`src/hdl/wstm_pkg.sv`:
```
// Shared constants and types for the wall slice texture mapper.
// No dependencies; every other file imports this package.
`timescale 1ns / 1ps

package wstm_pkg;

  // Texture geometry
  localparam int unsigned TEX_W = 64;
  localparam int unsigned TEX_H = 64;

  // Field widths
  localparam int unsigned SCREEN_H_W = 10;
  localparam int unsigned DIST_W     = 16;
  localparam int unsigned FRAC_W     = 8;
  localparam int unsigned CELL_W     = 8;
  localparam int unsigned ROW_W      = 10;
  localparam int unsigned TEX_COL_W  = 6;
  localparam int unsigned TEX_ROW_W  = 6;

  localparam logic [SCREEN_H_W-1:0] SCREEN_H_RESET = SCREEN_H_W'(480);

  // Slice height: (screen_height << 8) / distance
  localparam int unsigned HEIGHT_W   = SCREEN_H_W + FRAC_W;
  localparam int unsigned HDIV_STEPS = HEIGHT_W;

  // 2*row - screen_height + height, two's complement
  localparam int unsigned SPAN_W = HEIGHT_W + 2;

  // Texel row numerator and quotient bits (quotient saturates at 2*TEX_H)
  localparam int unsigned NUM_W      = SPAN_W - 1 + $clog2(TEX_H);
  localparam int unsigned RDIV_STEPS = $clog2(2 * TEX_H);

  // Texel column product width
  localparam int unsigned COLP_W = FRAC_W + $clog2(TEX_W + 1);

  // Per-item data that rides along with the divisions
  typedef struct packed {
    logic [ROW_W-1:0]     row;
    logic                 use_fill;
    logic [CELL_W-1:0]    tex_sel;
    logic [TEX_COL_W-1:0] tex_col;
  } wstm_side_t;

  // Slice stage result handed to the texel row divider
  typedef struct packed {
    logic [NUM_W-1:0]    num;
    logic [HEIGHT_W-1:0] height;
    logic                do_div;
    logic                sat;
    logic                in_slice;
    wstm_side_t          side;
  } wstm_slice_t;

  typedef struct packed {
    logic                 in_slice;
    logic                 use_fill;
    logic [CELL_W-1:0]    tex_sel;
    logic [TEX_COL_W-1:0] tex_col;
    logic [TEX_ROW_W-1:0] tex_row;
  } wstm_result_t;

endpackage

```
`src/hdl/wstm_if.sv`:
```
// Valid/ready channel interfaces for input items and result items.
// Depends on wstm_pkg for field widths.
`timescale 1ns / 1ps

interface wstm_item_if import wstm_pkg::*; ();
  logic                  valid;
  logic                  ready;
  logic [DIST_W-1:0]     perp_distance;
  logic                  side;
  logic [FRAC_W-1:0]     hit_frac_x;
  logic [FRAC_W-1:0]     hit_frac_y;
  logic                  ray_x_positive;
  logic                  ray_y_negative;
  logic [CELL_W-1:0]     wall_cell;
  logic [ROW_W-1:0]      row;

  modport source (
    output valid, perp_distance, side, hit_frac_x, hit_frac_y,
           ray_x_positive, ray_y_negative, wall_cell, row,
    input  ready
  );
  modport sink (
    input  valid, perp_distance, side, hit_frac_x, hit_frac_y,
           ray_x_positive, ray_y_negative, wall_cell, row,
    output ready
  );
endinterface

interface wstm_result_if import wstm_pkg::*; ();
  logic                  valid;
  logic                  ready;
  logic                  in_slice;
  logic                  use_fill;
  logic [CELL_W-1:0]     tex_sel;
  logic [TEX_COL_W-1:0]  tex_col;
  logic [TEX_ROW_W-1:0]  tex_row;

  modport source (
    output valid, in_slice, use_fill, tex_sel, tex_col, tex_row,
    input  ready
  );
  modport sink (
    input  valid, in_slice, use_fill, tex_sel, tex_col, tex_row,
    output ready
  );
endinterface

```
`src/hdl/wstm_height_div.sv`:
```
// Pipelined restoring divider for the slice height, one quotient bit per stage.
// Depends on wstm_pkg.
`timescale 1ns / 1ps

module wstm_height_div import wstm_pkg::*; (
  input  logic                  clk_i,
  input  logic                  rst_ni,
  input  logic                  in_valid_i,
  output logic                  in_ready_o,
  input  logic [DIST_W-1:0]     dist_i,
  input  logic [SCREEN_H_W-1:0] screen_h_i,
  input  wstm_side_t            side_i,
  output logic                  out_valid_o,
  input  logic                  out_ready_i,
  output logic [HEIGHT_W-1:0]   height_o,
  output wstm_side_t            side_o
);

  // Stage sources
  logic [DIST_W-1:0]   rem_src  [HDIV_STEPS];
  logic [HEIGHT_W-1:0] dq_src   [HDIV_STEPS];
  logic [DIST_W-1:0]   dvs_src  [HDIV_STEPS];
  wstm_side_t          side_src [HDIV_STEPS];
  logic [HDIV_STEPS-1:0] vld_src;

  // Stage registers
  logic [DIST_W-1:0]   rem_q  [HDIV_STEPS];
  logic [HEIGHT_W-1:0] dq_q   [HDIV_STEPS];
  logic [DIST_W-1:0]   dvs_q  [HDIV_STEPS];
  wstm_side_t          side_q [HDIV_STEPS];
  logic [HDIV_STEPS-1:0] valid_q;

  logic [DIST_W:0]     trial  [HDIV_STEPS];
  logic [DIST_W:0]     diff   [HDIV_STEPS];
  logic [HDIV_STEPS-1:0] fits;
  logic [DIST_W-1:0]   rem_d  [HDIV_STEPS];
  logic [HEIGHT_W-1:0] dq_d   [HDIV_STEPS];

  logic [HDIV_STEPS:0] rdy;

  // Dividend and quotient share one shift register per stage
  assign rem_src[0]  = '0;
  assign dq_src[0]   = {screen_h_i, {FRAC_W{1'b0}}};
  assign dvs_src[0]  = dist_i;
  assign side_src[0] = side_i;
  assign vld_src[0]  = in_valid_i;

  for (genvar s = 1; s < HDIV_STEPS; s++) begin : g_src
    assign rem_src[s]  = rem_q[s-1];
    assign dq_src[s]   = dq_q[s-1];
    assign dvs_src[s]  = dvs_q[s-1];
    assign side_src[s] = side_q[s-1];
    assign vld_src[s]  = valid_q[s-1];
  end

  // A zero divisor always fits, so the quotient comes out all ones (saturated)
  always_comb begin
    for (int s = 0; s < HDIV_STEPS; s++) begin
      trial[s] = {rem_src[s], dq_src[s][HEIGHT_W-1]};
      diff[s]  = trial[s] - {1'b0, dvs_src[s]};
      fits[s]  = trial[s] >= {1'b0, dvs_src[s]};
      rem_d[s] = fits[s] ? diff[s][DIST_W-1:0] : trial[s][DIST_W-1:0];
      dq_d[s]  = {dq_src[s][HEIGHT_W-2:0], fits[s]};
    end
  end

  // A stage loads when it is empty or its item moves on
  assign rdy[HDIV_STEPS] = out_ready_i;
  for (genvar s = 0; s < HDIV_STEPS; s++) begin : g_rdy
    assign rdy[s] = ~valid_q[s] | rdy[s+1];
  end

  always_ff @(posedge clk_i or negedge rst_ni) begin
    if (!rst_ni) begin
      valid_q <= '0;
    end else begin
      for (int s = 0; s < HDIV_STEPS; s++) begin
        if (rdy[s]) begin
          valid_q[s] <= vld_src[s];
        end
      end
    end
  end

  always_ff @(posedge clk_i) begin
    for (int s = 0; s < HDIV_STEPS; s++) begin
      if (rdy[s]) begin
        rem_q[s]  <= rem_d[s];
        dq_q[s]   <= dq_d[s];
        dvs_q[s]  <= dvs_src[s];
        side_q[s] <= side_src[s];
      end
    end
  end

  assign in_ready_o  = rdy[0];
  assign out_valid_o = valid_q[HDIV_STEPS-1];
  assign height_o    = dq_q[HDIV_STEPS-1];
  assign side_o      = side_q[HDIV_STEPS-1];

endmodule

```
`src/hdl/wstm_slice_calc.sv`:
```
// Two-stage slice bounds, row containment and texel row numerator.
// Depends on wstm_pkg.
`timescale 1ns / 1ps

module wstm_slice_calc import wstm_pkg::*; (
  input  logic                  clk_i,
  input  logic                  rst_ni,
  input  logic                  in_valid_i,
  output logic                  in_ready_o,
  input  logic [HEIGHT_W-1:0]   height_i,
  input  logic [SCREEN_H_W-1:0] screen_h_i,
  input  wstm_side_t            side_i,
  output logic                  out_valid_o,
  input  logic                  out_ready_i,
  output wstm_slice_t           slice_o
);

  localparam int unsigned EW = HEIGHT_W + 1;

  // Stage A: clipped start and end, signed span
  logic [SCREEN_H_W-1:0]        half_h;
  logic [HEIGHT_W-1:0]          half_ht;
  logic [EW-1:0]                start_full;
  logic [EW-1:0]                end_full;
  logic                         end_clip;
  logic [SCREEN_H_W-1:0]        start_d, start_q;
  logic signed [SCREEN_H_W:0]   end_d, end_q;
  logic [SPAN_W-1:0]            span_d, span_q;
  logic [HEIGHT_W-1:0]          height_q;
  wstm_side_t                   side_q;
  logic                         a_valid_q;

  // Stage B
  logic                         in_slice;
  logic                         span_pos;
  logic [SPAN_W-2:0]            span_mag;
  wstm_slice_t                  slice_d, slice_q;
  logic                         b_valid_q;

  logic                         a_rdy, b_rdy;

  assign half_h     = screen_h_i >> 1;
  assign half_ht    = height_i >> 1;
  assign start_full = EW'(half_h) - EW'(half_ht);
  assign end_full   = EW'(half_h) + EW'(half_ht);
  assign start_d    = start_full[EW-1] ? '0 : start_full[SCREEN_H_W-1:0];
  // Clip to the last row; a screen height of zero gives -1 (empty slice)
  assign end_clip   = end_full >= EW'(screen_h_i);
  assign end_d      = end_clip ? $signed({1'b0, screen_h_i} - (SCREEN_H_W+1)'(1))
                               : $signed({1'b0, end_full[SCREEN_H_W-1:0]});
  assign span_d     = (SPAN_W'(side_i.row) << 1) - SPAN_W'(screen_h_i) + SPAN_W'(height_i);

  assign in_slice = (side_q.row >= start_q) && ($signed({1'b0, side_q.row}) <= end_q);
  assign span_pos = ~span_q[SPAN_W-1] && (span_q != '0);
  assign span_mag = span_q[SPAN_W-2:0];

  always_comb begin
    slice_d.num      = NUM_W'(span_mag) * NUM_W'(TEX_H);
    slice_d.height   = height_q;
    slice_d.do_div   = in_slice && span_pos && (height_q != '0);
    // quotient reaches 2*TEX_H exactly when span >= 2*height
    slice_d.sat      = span_mag >= {height_q, 1'b0};
    slice_d.in_slice = in_slice;
    slice_d.side     = side_q;
  end

  assign b_rdy = ~b_valid_q | out_ready_i;
  assign a_rdy = ~a_valid_q | b_rdy;

  always_ff @(posedge clk_i or negedge rst_ni) begin
    if (!rst_ni) begin
      a_valid_q <= 1'b0;
      b_valid_q <= 1'b0;
    end else begin
      if (a_rdy) a_valid_q <= in_valid_i;
      if (b_rdy) b_valid_q <= a_valid_q;
    end
  end

  always_ff @(posedge clk_i) begin
    if (a_rdy) begin
      start_q  <= start_d;
      end_q    <= end_d;
      span_q   <= span_d;
      height_q <= height_i;
      side_q   <= side_i;
    end
    if (b_rdy) begin
      slice_q <= slice_d;
    end
  end

  assign in_ready_o  = a_rdy;
  assign out_valid_o = b_valid_q;
  assign slice_o     = slice_q;

endmodule

```
`src/hdl/wstm_row_div.sv`:
```
// Pipelined texel row divider (num / height), one quotient bit per stage,
// then a result stage that halves and clamps. Depends on wstm_pkg.
`timescale 1ns / 1ps

module wstm_row_div import wstm_pkg::*; (
  input  logic         clk_i,
  input  logic         rst_ni,
  input  logic         in_valid_i,
  output logic         in_ready_o,
  input  wstm_slice_t  slice_i,
  output logic         out_valid_o,
  input  logic         out_ready_i,
  output wstm_result_t result_o
);

  wstm_slice_t             pl_src [RDIV_STEPS];
  logic [RDIV_STEPS-1:0]   q_src  [RDIV_STEPS];
  logic [RDIV_STEPS-1:0]   vld_src;

  wstm_slice_t             pl_q   [RDIV_STEPS];
  logic [RDIV_STEPS-1:0]   q_q    [RDIV_STEPS];
  logic [RDIV_STEPS-1:0]   valid_q;

  logic [NUM_W-1:0]        dvs    [RDIV_STEPS];
  logic [RDIV_STEPS-1:0]   fits;
  wstm_slice_t             pl_d   [RDIV_STEPS];
  logic [RDIV_STEPS-1:0]   q_d    [RDIV_STEPS];

  logic [RDIV_STEPS:0]     rdy;

  wstm_slice_t             last_pl;
  logic [RDIV_STEPS-1:0]   q_half;
  wstm_result_t            result_d, result_q;
  logic                    out_valid_q;

  assign pl_src[0]  = slice_i;
  assign q_src[0]   = '0;
  assign vld_src[0] = in_valid_i;

  for (genvar s = 1; s < RDIV_STEPS; s++) begin : g_src
    assign pl_src[s]  = pl_q[s-1];
    assign q_src[s]   = q_q[s-1];
    assign vld_src[s] = valid_q[s-1];
  end

  // Stage s tries height << (RDIV_STEPS-1-s); num field carries the remainder
  always_comb begin
    for (int s = 0; s < RDIV_STEPS; s++) begin
      dvs[s]  = NUM_W'(pl_src[s].height) << (RDIV_STEPS - 1 - s);
      fits[s] = pl_src[s].num >= dvs[s];
      pl_d[s] = pl_src[s];
      if (fits[s]) begin
        pl_d[s].num = pl_src[s].num - dvs[s];
      end
      q_d[s]  = {q_src[s][RDIV_STEPS-2:0], fits[s]};
    end
  end

  assign last_pl = pl_q[RDIV_STEPS-1];
  assign q_half  = q_q[RDIV_STEPS-1] >> 1;

  always_comb begin
    result_d.in_slice = last_pl.in_slice;
    result_d.use_fill = last_pl.side.use_fill;
    result_d.tex_sel  = last_pl.side.tex_sel;
    result_d.tex_col  = last_pl.side.tex_col;
    if (!last_pl.do_div) begin
      result_d.tex_row = '0;
    end else if (last_pl.sat) begin
      result_d.tex_row = TEX_ROW_W'(TEX_H - 1);
    end else begin
      result_d.tex_row = TEX_ROW_W'(q_half);
    end
  end

  assign rdy[RDIV_STEPS] = ~out_valid_q | out_ready_i;
  for (genvar s = 0; s < RDIV_STEPS; s++) begin : g_rdy
    assign rdy[s] = ~valid_q[s] | rdy[s+1];
  end

  always_ff @(posedge clk_i or negedge rst_ni) begin
    if (!rst_ni) begin
      valid_q     <= '0;
      out_valid_q <= 1'b0;
    end else begin
      for (int s = 0; s < RDIV_STEPS; s++) begin
        if (rdy[s]) begin
          valid_q[s] <= vld_src[s];
        end
      end
      if (rdy[RDIV_STEPS]) begin
        out_valid_q <= valid_q[RDIV_STEPS-1];
      end
    end
  end

  always_ff @(posedge clk_i) begin
    for (int s = 0; s < RDIV_STEPS; s++) begin
      if (rdy[s]) begin
        pl_q[s] <= pl_d[s];
        q_q[s]  <= q_d[s];
      end
    end
    if (rdy[RDIV_STEPS]) begin
      result_q <= result_d;
    end
  end

  assign in_ready_o  = rdy[0];
  assign out_valid_o = out_valid_q;
  assign result_o    = result_q;

endmodule

```
`src/hdl/wall_slice_texture_mapper_top.sv`:
```
// Stages: 1 input, 18 height divider, 2 slice, 7 texel row divider, 1 result.
// Throughput: one item per cycle unless the output stalls; each stage holds one
// item, so bubbles close up under output stalls and the input keeps accepting
// while any stage is free.
// Reset: rst_ni clears all stage valid bits and sets screen_height to 480.
`timescale 1ns / 1ps

// Top level: config register, input stage, and the divider/slice pipeline.
// Depends on wstm_pkg, wstm_if, wstm_height_div, wstm_slice_calc, wstm_row_div.
module wall_slice_texture_mapper_top import wstm_pkg::*; (
  input  logic                  clk_i,
  input  logic                  rst_ni,
  input  logic                  cfg_we_i,
  input  logic [SCREEN_H_W-1:0] cfg_wdata_i,
  wstm_item_if.sink             in_item,
  wstm_result_if.source         out_result
);

  // screen_height register; to be written only while the pipeline is empty (a rule for the user, unchecked here)
  logic [SCREEN_H_W-1:0] screen_h_q;

  always_ff @(posedge clk_i or negedge rst_ni) begin
    if (!rst_ni) begin
      screen_h_q <= SCREEN_H_RESET;
    end else if (cfg_we_i) begin
      screen_h_q <= cfg_wdata_i;
    end
  end

  // ---------------------------------------------------------------------------
  // Input stage: texel column, fill flag and texture index need no division,
  // so they are settled here and ride along as side data.
  // ---------------------------------------------------------------------------
  logic [FRAC_W-1:0] frac;
  logic              mirror;
  logic [COLP_W-1:0] col_prod;
  logic [COLP_W-1:0] col_base;
  logic [COLP_W-1:0] col_sel;
  wstm_side_t        side_d, side_q;
  logic [DIST_W-1:0] dist_q;
  logic              s0_valid_q;
  logic              s0_rdy;

  // side 0 (x face) samples along y; side 1 (y face) along x
  assign frac     = in_item.side ? in_item.hit_frac_x : in_item.hit_frac_y;
  assign mirror   = in_item.side ? in_item.ray_y_negative : in_item.ray_x_positive;
  assign col_prod = COLP_W'(frac) * COLP_W'(TEX_W);
  assign col_base = col_prod >> FRAC_W;
  assign col_sel  = mirror ? (COLP_W'(TEX_W - 1) - col_base) : col_base;

  always_comb begin
    side_d.row      = in_item.row;
    side_d.use_fill = (in_item.wall_cell == '0);
    // cell 0 reports index 0 with the fill flag set
    side_d.tex_sel  = side_d.use_fill ? '0 : (in_item.wall_cell - CELL_W'(1));
    side_d.tex_col  = TEX_COL_W'(col_sel);
  end

  // ---------------------------------------------------------------------------
  // Pipeline sections
  // ---------------------------------------------------------------------------
  logic                hd_in_rdy;
  logic                hd_valid;
  logic [HEIGHT_W-1:0] hd_height;
  wstm_side_t          hd_side;
  logic                sc_in_rdy;
  logic                sc_valid;
  wstm_slice_t         sc_slice;
  logic                rd_in_rdy;
  logic                rd_valid;
  wstm_result_t        rd_result;

  assign s0_rdy        = ~s0_valid_q | hd_in_rdy;
  assign in_item.ready = s0_rdy;

  always_ff @(posedge clk_i or negedge rst_ni) begin
    if (!rst_ni) begin
      s0_valid_q <= 1'b0;
    end else if (s0_rdy) begin
      s0_valid_q <= in_item.valid;
    end
  end

  always_ff @(posedge clk_i) begin
    if (s0_rdy) begin
      dist_q <= in_item.perp_distance;
      side_q <= side_d;
    end
  end

  // height = (screen_height << 8) / perp_distance, zero distance saturates
  wstm_height_div u_height_div (
    .clk_i       (clk_i),
    .rst_ni      (rst_ni),
    .in_valid_i  (s0_valid_q),
    .in_ready_o  (hd_in_rdy),
    .dist_i      (dist_q),
    .screen_h_i  (screen_h_q),
    .side_i      (side_q),
    .out_valid_o (hd_valid),
    .out_ready_i (sc_in_rdy),
    .height_o    (hd_height),
    .side_o      (hd_side)
  );

  // start/end clipping, in-slice test, texel row numerator and saturation
  wstm_slice_calc u_slice_calc (
    .clk_i       (clk_i),
    .rst_ni      (rst_ni),
    .in_valid_i  (hd_valid),
    .in_ready_o  (sc_in_rdy),
    .height_i    (hd_height),
    .screen_h_i  (screen_h_q),
    .side_i      (hd_side),
    .out_valid_o (sc_valid),
    .out_ready_i (rd_in_rdy),
    .slice_o     (sc_slice)
  );

  // tex_row = (num / height) / 2, clamped; result register at its end
  wstm_row_div u_row_div (
    .clk_i       (clk_i),
    .rst_ni      (rst_ni),
    .in_valid_i  (sc_valid),
    .in_ready_o  (rd_in_rdy),
    .slice_i     (sc_slice),
    .out_valid_o (rd_valid),
    .out_ready_i (out_result.ready),
    .result_o    (rd_result)
  );

  assign out_result.valid    = rd_valid;
  assign out_result.in_slice = rd_result.in_slice;
  assign out_result.use_fill = rd_result.use_fill;
  assign out_result.tex_sel  = rd_result.tex_sel;
  assign out_result.tex_col  = rd_result.tex_col;
  assign out_result.tex_row  = rd_result.tex_row;

endmodule

```
`src/flat_wrapper.sv`:
```
// flat-port wrapper written by rule: the top's interface ports become plain ports
module wall_slice_texture_mapper_top_flat import wstm_pkg::*;
  (clk_i, rst_ni, cfg_we_i, cfg_wdata_i, in_item_valid, in_item_perp_distance, in_item_side, in_item_hit_frac_x, in_item_hit_frac_y, in_item_ray_x_positive, in_item_ray_y_negative, in_item_wall_cell, in_item_row, in_item_ready, out_result_valid, out_result_in_slice, out_result_use_fill, out_result_tex_sel, out_result_tex_col, out_result_tex_row, out_result_ready);
  wstm_item_if in_item_i ();
  wstm_result_if out_result_i ();
  input  logic clk_i;
  input  logic rst_ni;
  input  logic cfg_we_i;
  input  logic [SCREEN_H_W-1:0] cfg_wdata_i;
  input wire logic [$bits(in_item_i.valid)-1:0] in_item_valid;
  input wire logic [$bits(in_item_i.perp_distance)-1:0] in_item_perp_distance;
  input wire logic [$bits(in_item_i.side)-1:0] in_item_side;
  input wire logic [$bits(in_item_i.hit_frac_x)-1:0] in_item_hit_frac_x;
  input wire logic [$bits(in_item_i.hit_frac_y)-1:0] in_item_hit_frac_y;
  input wire logic [$bits(in_item_i.ray_x_positive)-1:0] in_item_ray_x_positive;
  input wire logic [$bits(in_item_i.ray_y_negative)-1:0] in_item_ray_y_negative;
  input wire logic [$bits(in_item_i.wall_cell)-1:0] in_item_wall_cell;
  input wire logic [$bits(in_item_i.row)-1:0] in_item_row;
  output wire logic [$bits(in_item_i.ready)-1:0] in_item_ready;
  output wire logic [$bits(out_result_i.valid)-1:0] out_result_valid;
  output wire logic [$bits(out_result_i.in_slice)-1:0] out_result_in_slice;
  output wire logic [$bits(out_result_i.use_fill)-1:0] out_result_use_fill;
  output wire logic [$bits(out_result_i.tex_sel)-1:0] out_result_tex_sel;
  output wire logic [$bits(out_result_i.tex_col)-1:0] out_result_tex_col;
  output wire logic [$bits(out_result_i.tex_row)-1:0] out_result_tex_row;
  input wire logic [$bits(out_result_i.ready)-1:0] out_result_ready;
  assign in_item_i.valid = in_item_valid;
  assign in_item_i.perp_distance = in_item_perp_distance;
  assign in_item_i.side = in_item_side;
  assign in_item_i.hit_frac_x = in_item_hit_frac_x;
  assign in_item_i.hit_frac_y = in_item_hit_frac_y;
  assign in_item_i.ray_x_positive = in_item_ray_x_positive;
  assign in_item_i.ray_y_negative = in_item_ray_y_negative;
  assign in_item_i.wall_cell = in_item_wall_cell;
  assign in_item_i.row = in_item_row;
  assign in_item_ready = in_item_i.ready;
  assign out_result_valid = out_result_i.valid;
  assign out_result_in_slice = out_result_i.in_slice;
  assign out_result_use_fill = out_result_i.use_fill;
  assign out_result_tex_sel = out_result_i.tex_sel;
  assign out_result_tex_col = out_result_i.tex_col;
  assign out_result_tex_row = out_result_i.tex_row;
  assign out_result_i.ready = out_result_ready;
  wall_slice_texture_mapper_top u_core (.clk_i(clk_i), .rst_ni(rst_ni), .cfg_we_i(cfg_we_i), .cfg_wdata_i(cfg_wdata_i), .in_item(in_item_i), .out_result(out_result_i));
endmodule
```
`config.mk`:
```
export PLATFORM = sky130hd
export DESIGN_NAME = wall_slice_texture_mapper_top_flat
export DESIGN_NICKNAME = d
export VERILOG_FILES = /design/src/hdl/wstm_pkg.sv /design/src/hdl/wstm_if.sv /design/src/hdl/wstm_height_div.sv /design/src/hdl/wstm_slice_calc.sv /design/src/hdl/wstm_row_div.sv /design/src/hdl/wall_slice_texture_mapper_top.sv /design/src/flat_wrapper.sv
export SDC_FILE = /design/constraint.sdc
export NUM_CORES = 2
export LEC_CHECK = 0
export ABC_AREA = 1
export BUFFER_PORTS_ARGS = -buffer_cell sky130_fd_sc_hd__buf_2
export CAP_MARGIN = 30
export CORE_MARGIN = 2
export CORE_UTILIZATION = 32
export DETAILED_ROUTE_END_ITERATION = 7
export GPL_TIMING_DRIVEN = 0
export PLACE_DENSITY = 0.54
export SYNTH_ARGS = -nofsm -noshare
export SYNTH_HDL_FRONTEND = slang
export SYNTH_SLANG_ARGS = --single-unit
```
`constraint.sdc`:
```
create_clock -name clk_i -period 16.1 [get_ports clk_i]
set_input_delay 2.415 -clock clk_i [delete_from_list [all_inputs] [get_ports clk_i]]
set_output_delay 2.415 -clock clk_i [all_outputs]
set_load 0.01 [all_outputs]
```
* Word-level counts from Yosys, hierarchy flattened
Memories as Yosys holds them, arrays and structs flattened.
Cells that the tools add are included.
Widths: inputs -> output; s select.
** Word-level totals
- Memories kept :: 6
- Logic and storage cells :: 271
- Register bits after elaboration :: 251
- Bits in writable memories :: 1896
** Operators by class
- Add/sub/neg operators :: 32
- Multiplexer cells :: 80
- Reductions and logical operators :: 7
- Order comparisons :: 29
- Bitwise gates (word level) :: 59
** Memory list
- u_core.u_row_div.pl_q :: depth 7, width 71, read ports 7, clocked after memory_dff 0, wr ports 7, line wstm_row_div.sv:20 : wstm_slice_t pl_q [RDIV_STEPS];
- u_core.u_height_div.side_q :: depth 18, width 25, read ports 18, clocked after memory_dff 0, wr ports 18, line wstm_height_div.sv:30 : wstm_side_t side_q [HDIV_STEPS];
- u_core.u_height_div.dq_q :: depth 18, width 18, read ports 18, clocked after memory_dff 0, wr ports 18, line wstm_height_div.sv:28 : logic [HEIGHT_W-1:0] dq_q [HDIV_STEPS];
- u_core.u_height_div.dvs_q :: depth 18, width 16, read ports 17, clocked after memory_dff 0, wr ports 18, line wstm_height_div.sv:29 : logic [DIST_W-1:0] dvs_q [HDIV_STEPS];
- u_core.u_height_div.rem_q :: depth 18, width 16, read ports 17, clocked after memory_dff 0, wr ports 18, line wstm_height_div.sv:27 : logic [DIST_W-1:0] rem_q [HDIV_STEPS];
- u_core.u_row_div.q_q :: depth 7, width 7, read ports 7, clocked after memory_dff 0, wr ports 7, line wstm_row_div.sv:21 : logic [RDIV_STEPS-1:0] q_q [RDIV_STEPS];
** Operator list (number)
- $ge 17x16->1 :: 17
- $mux 16 :: 18
- $sub 16x16->16 :: 17
- $mux 25 :: 7
- $mux 1 :: 51
- $not 1->1 :: 30
- $or 1x1->1 :: 29
- $ge 25x18->1 :: 1
- $ge 25x19->1 :: 1
- $ge 25x20->1 :: 1
- $ge 25x21->1 :: 1
- $ge 25x22->1 :: 1
- $ge 25x23->1 :: 1
- $ge 25x24->1 :: 1
- $sub 25x18->25 :: 1
- $sub 25x19->25 :: 1
- $sub 25x20->25 :: 1
- $sub 25x21->25 :: 1
- $sub 25x22->25 :: 1
- $sub 25x23->25 :: 1
- $sub 25x24->25 :: 1
- $add 12x19->20 :: 1
- $reduce_bool 20->1 :: 1
- $ge 19x19->1 :: 1
- 17 further kinds :: 21

* Longest topological paths before layout
- Depth in word-level cells :: 31
- Mapped depth :: 27
- Depth with buffers taken out :: 26

* Cells and area by module
From an unflattened synthesis, not the netlist that was laid out.
** Unflattened totals
- Cell total of the unflattened synthesis :: 7191
- Area, all modules :: 84666.2 sq um
** Modules (own cells, without submodules)
- wstm_height_div :: area an instance 52663.0 sq um, cells an instance 3884, sequential area each 36785.3 sq um, times used 1
- wstm_row_div :: area an instance 21167.8 sq um, cells an instance 2307, sequential area each 11911.4 sq um, times used 1
- wstm_slice_calc :: area an instance 8844.7 sq um, cells an instance 860, sequential area each 4524.3 sq um, times used 1
- wall_slice_texture_mapper_top :: area an instance 1990.7 sq um, cells an instance 140, sequential area each 1511.4 sq um, times used 1

* Least setup slack after synthesis
No wires, ideal clock.
- Kind :: input-to-output
- From :: input out_result_ready
- To :: output in_item_ready
- Stages on the path :: 16
- Setup slack :: 3117 ps
- Data arrival time :: 10568 ps
- Cells stage by stage :: inv_1 -> nand3_2 -> nor2_4 -> nand4_4 -> nor2_4 -> nand4_4 -> nor2_4 -> nand4_4 -> nor2_4 -> nand4_4 -> nor2_4 -> nand4_4 -> nor2_4 -> nand4_4 -> nor2_4 -> nand3_2
** On the way
- Longest elaborated chain between the ends :: 29
** Ends and longest elaborated chain
- start: declaration :: line flat_wrapper.sv:26 : input wire logic [$bits(out_result_i.ready)-1:0] out_result_ready;
- $or 1x1->1 :: line wstm_row_div.sv:76 : assign rdy[RDIV_STEPS] = ~out_valid_q | out_ready_i;
- $or 1x1->1 :: line wstm_row_div.sv:78 : assign rdy[s] = ~valid_q[s] | rdy[s+1];
- via u_core.u_row_div.rdy[6] :: line wstm_row_div.sv:29 : logic [RDIV_STEPS:0] rdy;
- $or 1x1->1 (4 in a row) :: line wstm_row_div.sv:78
- via u_core.u_row_div.rdy[2] :: line wstm_row_div.sv:29
- $or 1x1->1 (2 in a row) :: line wstm_row_div.sv:78
- $or 1x1->1 :: line wstm_slice_calc.sv:67 : assign b_rdy = ~b_valid_q | out_ready_i;
- $or 1x1->1 :: line wstm_slice_calc.sv:68 : assign a_rdy = ~a_valid_q | b_rdy;
- via u_core.sc_in_rdy :: line wall_slice_texture_mapper_top.sv:66 : logic sc_in_rdy;
- (+4 left out)
- via u_core.u_height_div.rdy[14] :: line wstm_height_div.sv:39 : logic [HDIV_STEPS:0] rdy;
- $or 1x1->1 (4 in a row) :: line wstm_height_div.sv:70 : assign rdy[s] = ~valid_q[s] | rdy[s+1];
- via u_core.u_height_div.rdy[10] :: line wstm_height_div.sv:39
- $or 1x1->1 (4 in a row) :: line wstm_height_div.sv:70
- via u_core.u_height_div.rdy[6] :: line wstm_height_div.sv:39
- $or 1x1->1 (4 in a row) :: line wstm_height_div.sv:70
- via u_core.u_height_div.rdy[2] :: line wstm_height_div.sv:39
- $or 1x1->1 (2 in a row) :: line wstm_height_div.sv:70
- $or 1x1->1 :: line wall_slice_texture_mapper_top.sv:73 : assign s0_rdy = ~s0_valid_q | hd_in_rdy;
- end: declaration :: line flat_wrapper.sv:19 : output wire logic [$bits(in_item_i.ready)-1:0] in_item_ready;
The timed path passes the listed nets, and every way through them passes these cells.

* Worst setup path after layout
Same ends and word-level chain as after synthesis.

==> impl_metrics.py <==
metrics = {
    "run_status": {
        "status": "finished, final reports clean",
    },
    "synthesis": {
        "ys_types": 63,
        "synth-seq-area-share_pct": 69.2,
        "syn_nets": 6353,
        "synth.cell_area_sq_um": 77800,
        "yosys_warnings": 0,
        "synth_ff_type": "edfxtp_1",
        "synth_edf_count": 1760,
        "synthCells": 5783,
        "synth-seq-cells": 1799,
        "syn_avg_cell_area_sq_um": 13.5,
        "synthArstFlopShare_pct": 2.17,
    },
    "detailed_routing": {
        "vias": 41800,
        "drcViolationCount": 0,
        "wl_microns": 142000,
        "drt_pass1_iterations": 6,
        "initialDrtViolationCount": 2541,
        "final_antenna_net_count": 0,
        "wl_per_cell_microns": 15.1,
        "vias_per_cell": 4.44,
    },
    "placed_design": {
        "finalWeightedCongestion": 0.838,
        "placed_cells": 9095,
        "dpl.hpwl_microns": 105000,
        "placed_area_sq_um": 82900,
        "dp_slack_ns": 3.34,
        "io_buffer_count": 85,
    },
    "sta": {
        "hold_viol_final": 0,
        "slew_violations": 0,
        "rsz0062_at_grt": "false",
        "clock.fmax_ghz": 0.0808,
        "tightest_slew_ns": 0.997,
        "setup_slack_ns": 3.72,
        "setup_viol": 0,
        "slew_headroom_pct": 33.5,
        "fin_crit_ns": 12.38,
        "setup_tns_ns": 0,
        "period_share_pct": 76.9,
        "skew_ns": 0.0343,
    },
    "global_routing": {
        "grt_pass1_vias": 42900,
        "grt_start_max_net_pins": 70,
        "grt_pass1_wl_microns": 228000,
        "antenna_found_initial": 7,
        "grt.total_usage_pct": 11.4,
        "grt.overflow.total": 0,
    },
    "critical_path": {
        "critPathArrivalTime_ns": 9.97,
        "startpoint_type": "primary input",
        "worst_setup_path_end_kind": "output port",
        "cp_max_fo": 47,
        "crit_required_ns": 13.69,
        "critical_path_class": "primary input to output port",
    },
    "clock_tree": {
        "clkSlewWorstSetupHoldPaths_ns": 0.06,
        "ctsHoldBuffers": 0,
        "h-tree-depth": 4,
        "postCtsSetupBuffers": 0,
        "clk_latency_ns": 0.81,
        "tritoncts": "built",
        "root_buffer": "clkbuf_16",
        "cts_sinks": 1799,
        "cts_buffers": 177,
        "cts_resized": 0,
        "clk_path_buf_depth": 3,
    },
    "die": {
        "dieArea_sq_um": 247000,
        "start_util_pct": 32.1,
        "die_w_microns": 497,
        "core_area_sq_um": 243000,
        "row_count": 181,
        "chipHeight_microns": 497,
        "ios": 92,
    },
    "final_layout": {
        "post-route-cell-area_sq_um": 88500,
        "nets": 6642,
        "synthToLayoutAreaGrowth_pct": 13.7,
        "fin_util_pct": 36.5,
        "drive_above_1_share_pct": 8.19,
        "layoutNonFillerInstCount": 9416,
    },
    "pwr": {
        "p_switching_mw": 5.23,
        "p_int_mw": 11.0,
        "pwr-share-seq_pct": 45.7,
        "power_density_nw_per_um2": 183,
        "ir_drop_mv": 0.115,
        "sw_frac_of_total_pct": 32.2,
        "p_leak_nw": 36.0,
        "clkPwrFrac_pct": 24.6,
        "combPwrFrac_pct": 29.8,
    },
    "job": {
        "drv_cap": 0,
    },
    "hold_path": {
        "min_path_type": "register to register",
    },
}
[stage by stage]
step	total power, mW	hold WS (ns)
2_1_floorplan	11.0	0.400
3_3_place_gp	12.2	0.401
3_5_place_dp	12.3	0.405
4_1_cts	16.4	0.397
5_1_grt	17.3	0.405
6_report	16.2	0.399
[Yosys cell counts (6+ instances only)]
cell | number | share of area (%)
edfxtp_1 | 1760 | 68
inv_1 | 694 | 3.3
nand2_1 | 672 | 3.2
a21oi_1 | 558 | 3.6
ha_1 | 477 | 7.7
nor2_1 | 382 | 1.8
o21ai_0 | 241 | 1.6
xnor2_1 | 176 | 2.0
xor2_1 | 176 | 2.0
nand3_1 | 138 | 0.89
nor3_1 | 46 | 0.30
dfrtp_1 | 35 | 1.1
nand4_1 | 32 | 0.26
buf_2 | 31 | 0.20
o21bai_1 | 29 | 0.28
nor4_1 | 28 | 0.23
fa_1 | 25 | 0.64
a21o_1 | 24 | 0.23
clkbuf_1 | 18 | 0.087
o21ai_2 | 18 | 0.20
a31oi_1 | 17 | 0.14
o21ai_1 | 15 | 0.096
or2_2 | 14 | 0.11
a21boi_1 | 12 | 0.12
a21oi_2 | 12 | 0.14
o211ai_1 | 12 | 0.12
a311oi_1 | 11 | 0.12
a221oi_1 | 10 | 0.11
buf_6 | 8 | 0.12
nand3b_1 | 8 | 0.077
buf_4 | 7 | 0.068
nor2_4 | 7 | 0.10
a211oi_1 | 6 | 0.058
clkbuf_2 | 6 | 0.039
mux2i_1 | 6 | 0.077
nand4_4 | 6 | 0.16
[metal layers]
metal  wire [microns]  up-vias  global-route usage, %
met4             4150        0                   3.89
met2            68400      638                   19.6
met5                0        -                      0
met1            64300    19700                   14.6
met3             4980      251                   2.04
li1                 -    21200                      -
[logic make-up after synthesis]
family | count (synthesis) | synth area share (%)
mux | 7 | 0.0917
simple gates | 1348 | 7.36
compound gates | 1004 | 7.20
buf+inv | 770 | 3.89
xor+xnor | 352 | 3.96
other cells | 1 | 0.00482
fa+ha+maj | 502 | 8.31
flops | 1799 | 69.2
[state kept, by name, summed over array words and instances, names as in the netlist, 22 cells and up]
register and flops:
u_core.u_row_div.q_q 27, u_core.u_slice_calc.side_q 25, u_core.u_height_div.rem_q 272, u_core.u_height_div.dvs_q 272
u_core.u_row_div.pl_q 321, u_core.u_height_div.dq_q 216, u_core.u_slice_calc.slice_o 55, u_core.u_row_div.result_o 22
u_core.side_q 25, u_core.u_height_div.side_q 450
[path summary, 6_finish.rpt]
path                                                       start                               end  slack, ns  cells past startpoint
worst max register to register      u_core.u_row_div.out_valid_o                  u_core.side_q[3]       8.20                     19
worst min-delay path            u_core.u_height_div.side_q[7][4]  u_core.u_height_div.side_q[8][4]       0.40                      0
worst min register to register  u_core.u_height_div.side_q[7][4]  u_core.u_height_div.side_q[8][4]       0.40                      0
max in group asynchronous                                 rst_ni              u_core.screen_h_q[7]      13.93                      2
worst max-delay path                            out_result_ready                     in_item_ready       3.72                     22
min in group asynchronous                                 rst_ni       u_core.u_row_div.valid_q[5]       1.54                      1
[layout make-up]
| cell class | count | area [sq um] |
|---|---|---|
| tap | 3202 | 4010 |
| sequential | 1799 | 53800 |
| inverter | 698 | 2630 |
| fill | 22800 | 154000 |
| clock buffer | 226 | 4680 |
| clock inverter | 94 | 937 |
| timing repair buffer | 110 | 986 |
| multi-input combinational | 3214 | 21000 |
| buffer | 72 | 403 |
| antenna | 1 | 2.50 |
[power by group through the flow]
stage / Clock [mW] / Sequential [mW] / Combinational, mW
3_5_place_dp: 0 / 7.51 / 4.84
5_1_grt: 4.30 / 7.54 / 5.51
4_1_cts: 4.11 / 7.42 / 4.86
6_report: 3.98 / 7.40 / 4.82
3_3_place_gp: 0 / 7.52 / 4.68
2_1_floorplan: 0 / 7.22 / 3.77
[critical path, stage by stage]
cell and delay, ns:
buf_2 0.10, inv_1 0.07, nand3_2 0.53, nor2_4 0.32, nand4_4 0.37, buf_12 0.33
nor2_4 0.16, nand4_4 0.35, buf_16 0.34, nor2_4 0.15, nand4_4 0.64, nor2_4 0.48
nand4_4 0.46, nor2_4 0.28, nand4_4 0.52, nor2_4 0.42, nand4_4 0.47, buf_16 0.38
nor2_4 0.21, nand3_2 0.39, buf_12 0.32, buf_2 0.15
[layout by cell type, fill, tap and decap left out, types with 117 or more instances in the layout]
| cell type | n |
|---|---|
| ha_1 | 477 |
| xor2_1 | 176 |
| a21oi_1 | 558 |
| nor2_1 | 382 |
| buf_2 | 117 |
| nand2_1 | 666 |
| nand3_1 | 138 |
| edfxtp_1 | 1760 |
| xnor2_1 | 176 |
| o21ai_0 | 241 |
| clkbuf_16 | 179 |
| inv_1 | 681 |
Power figures use the tool's default switching activity.
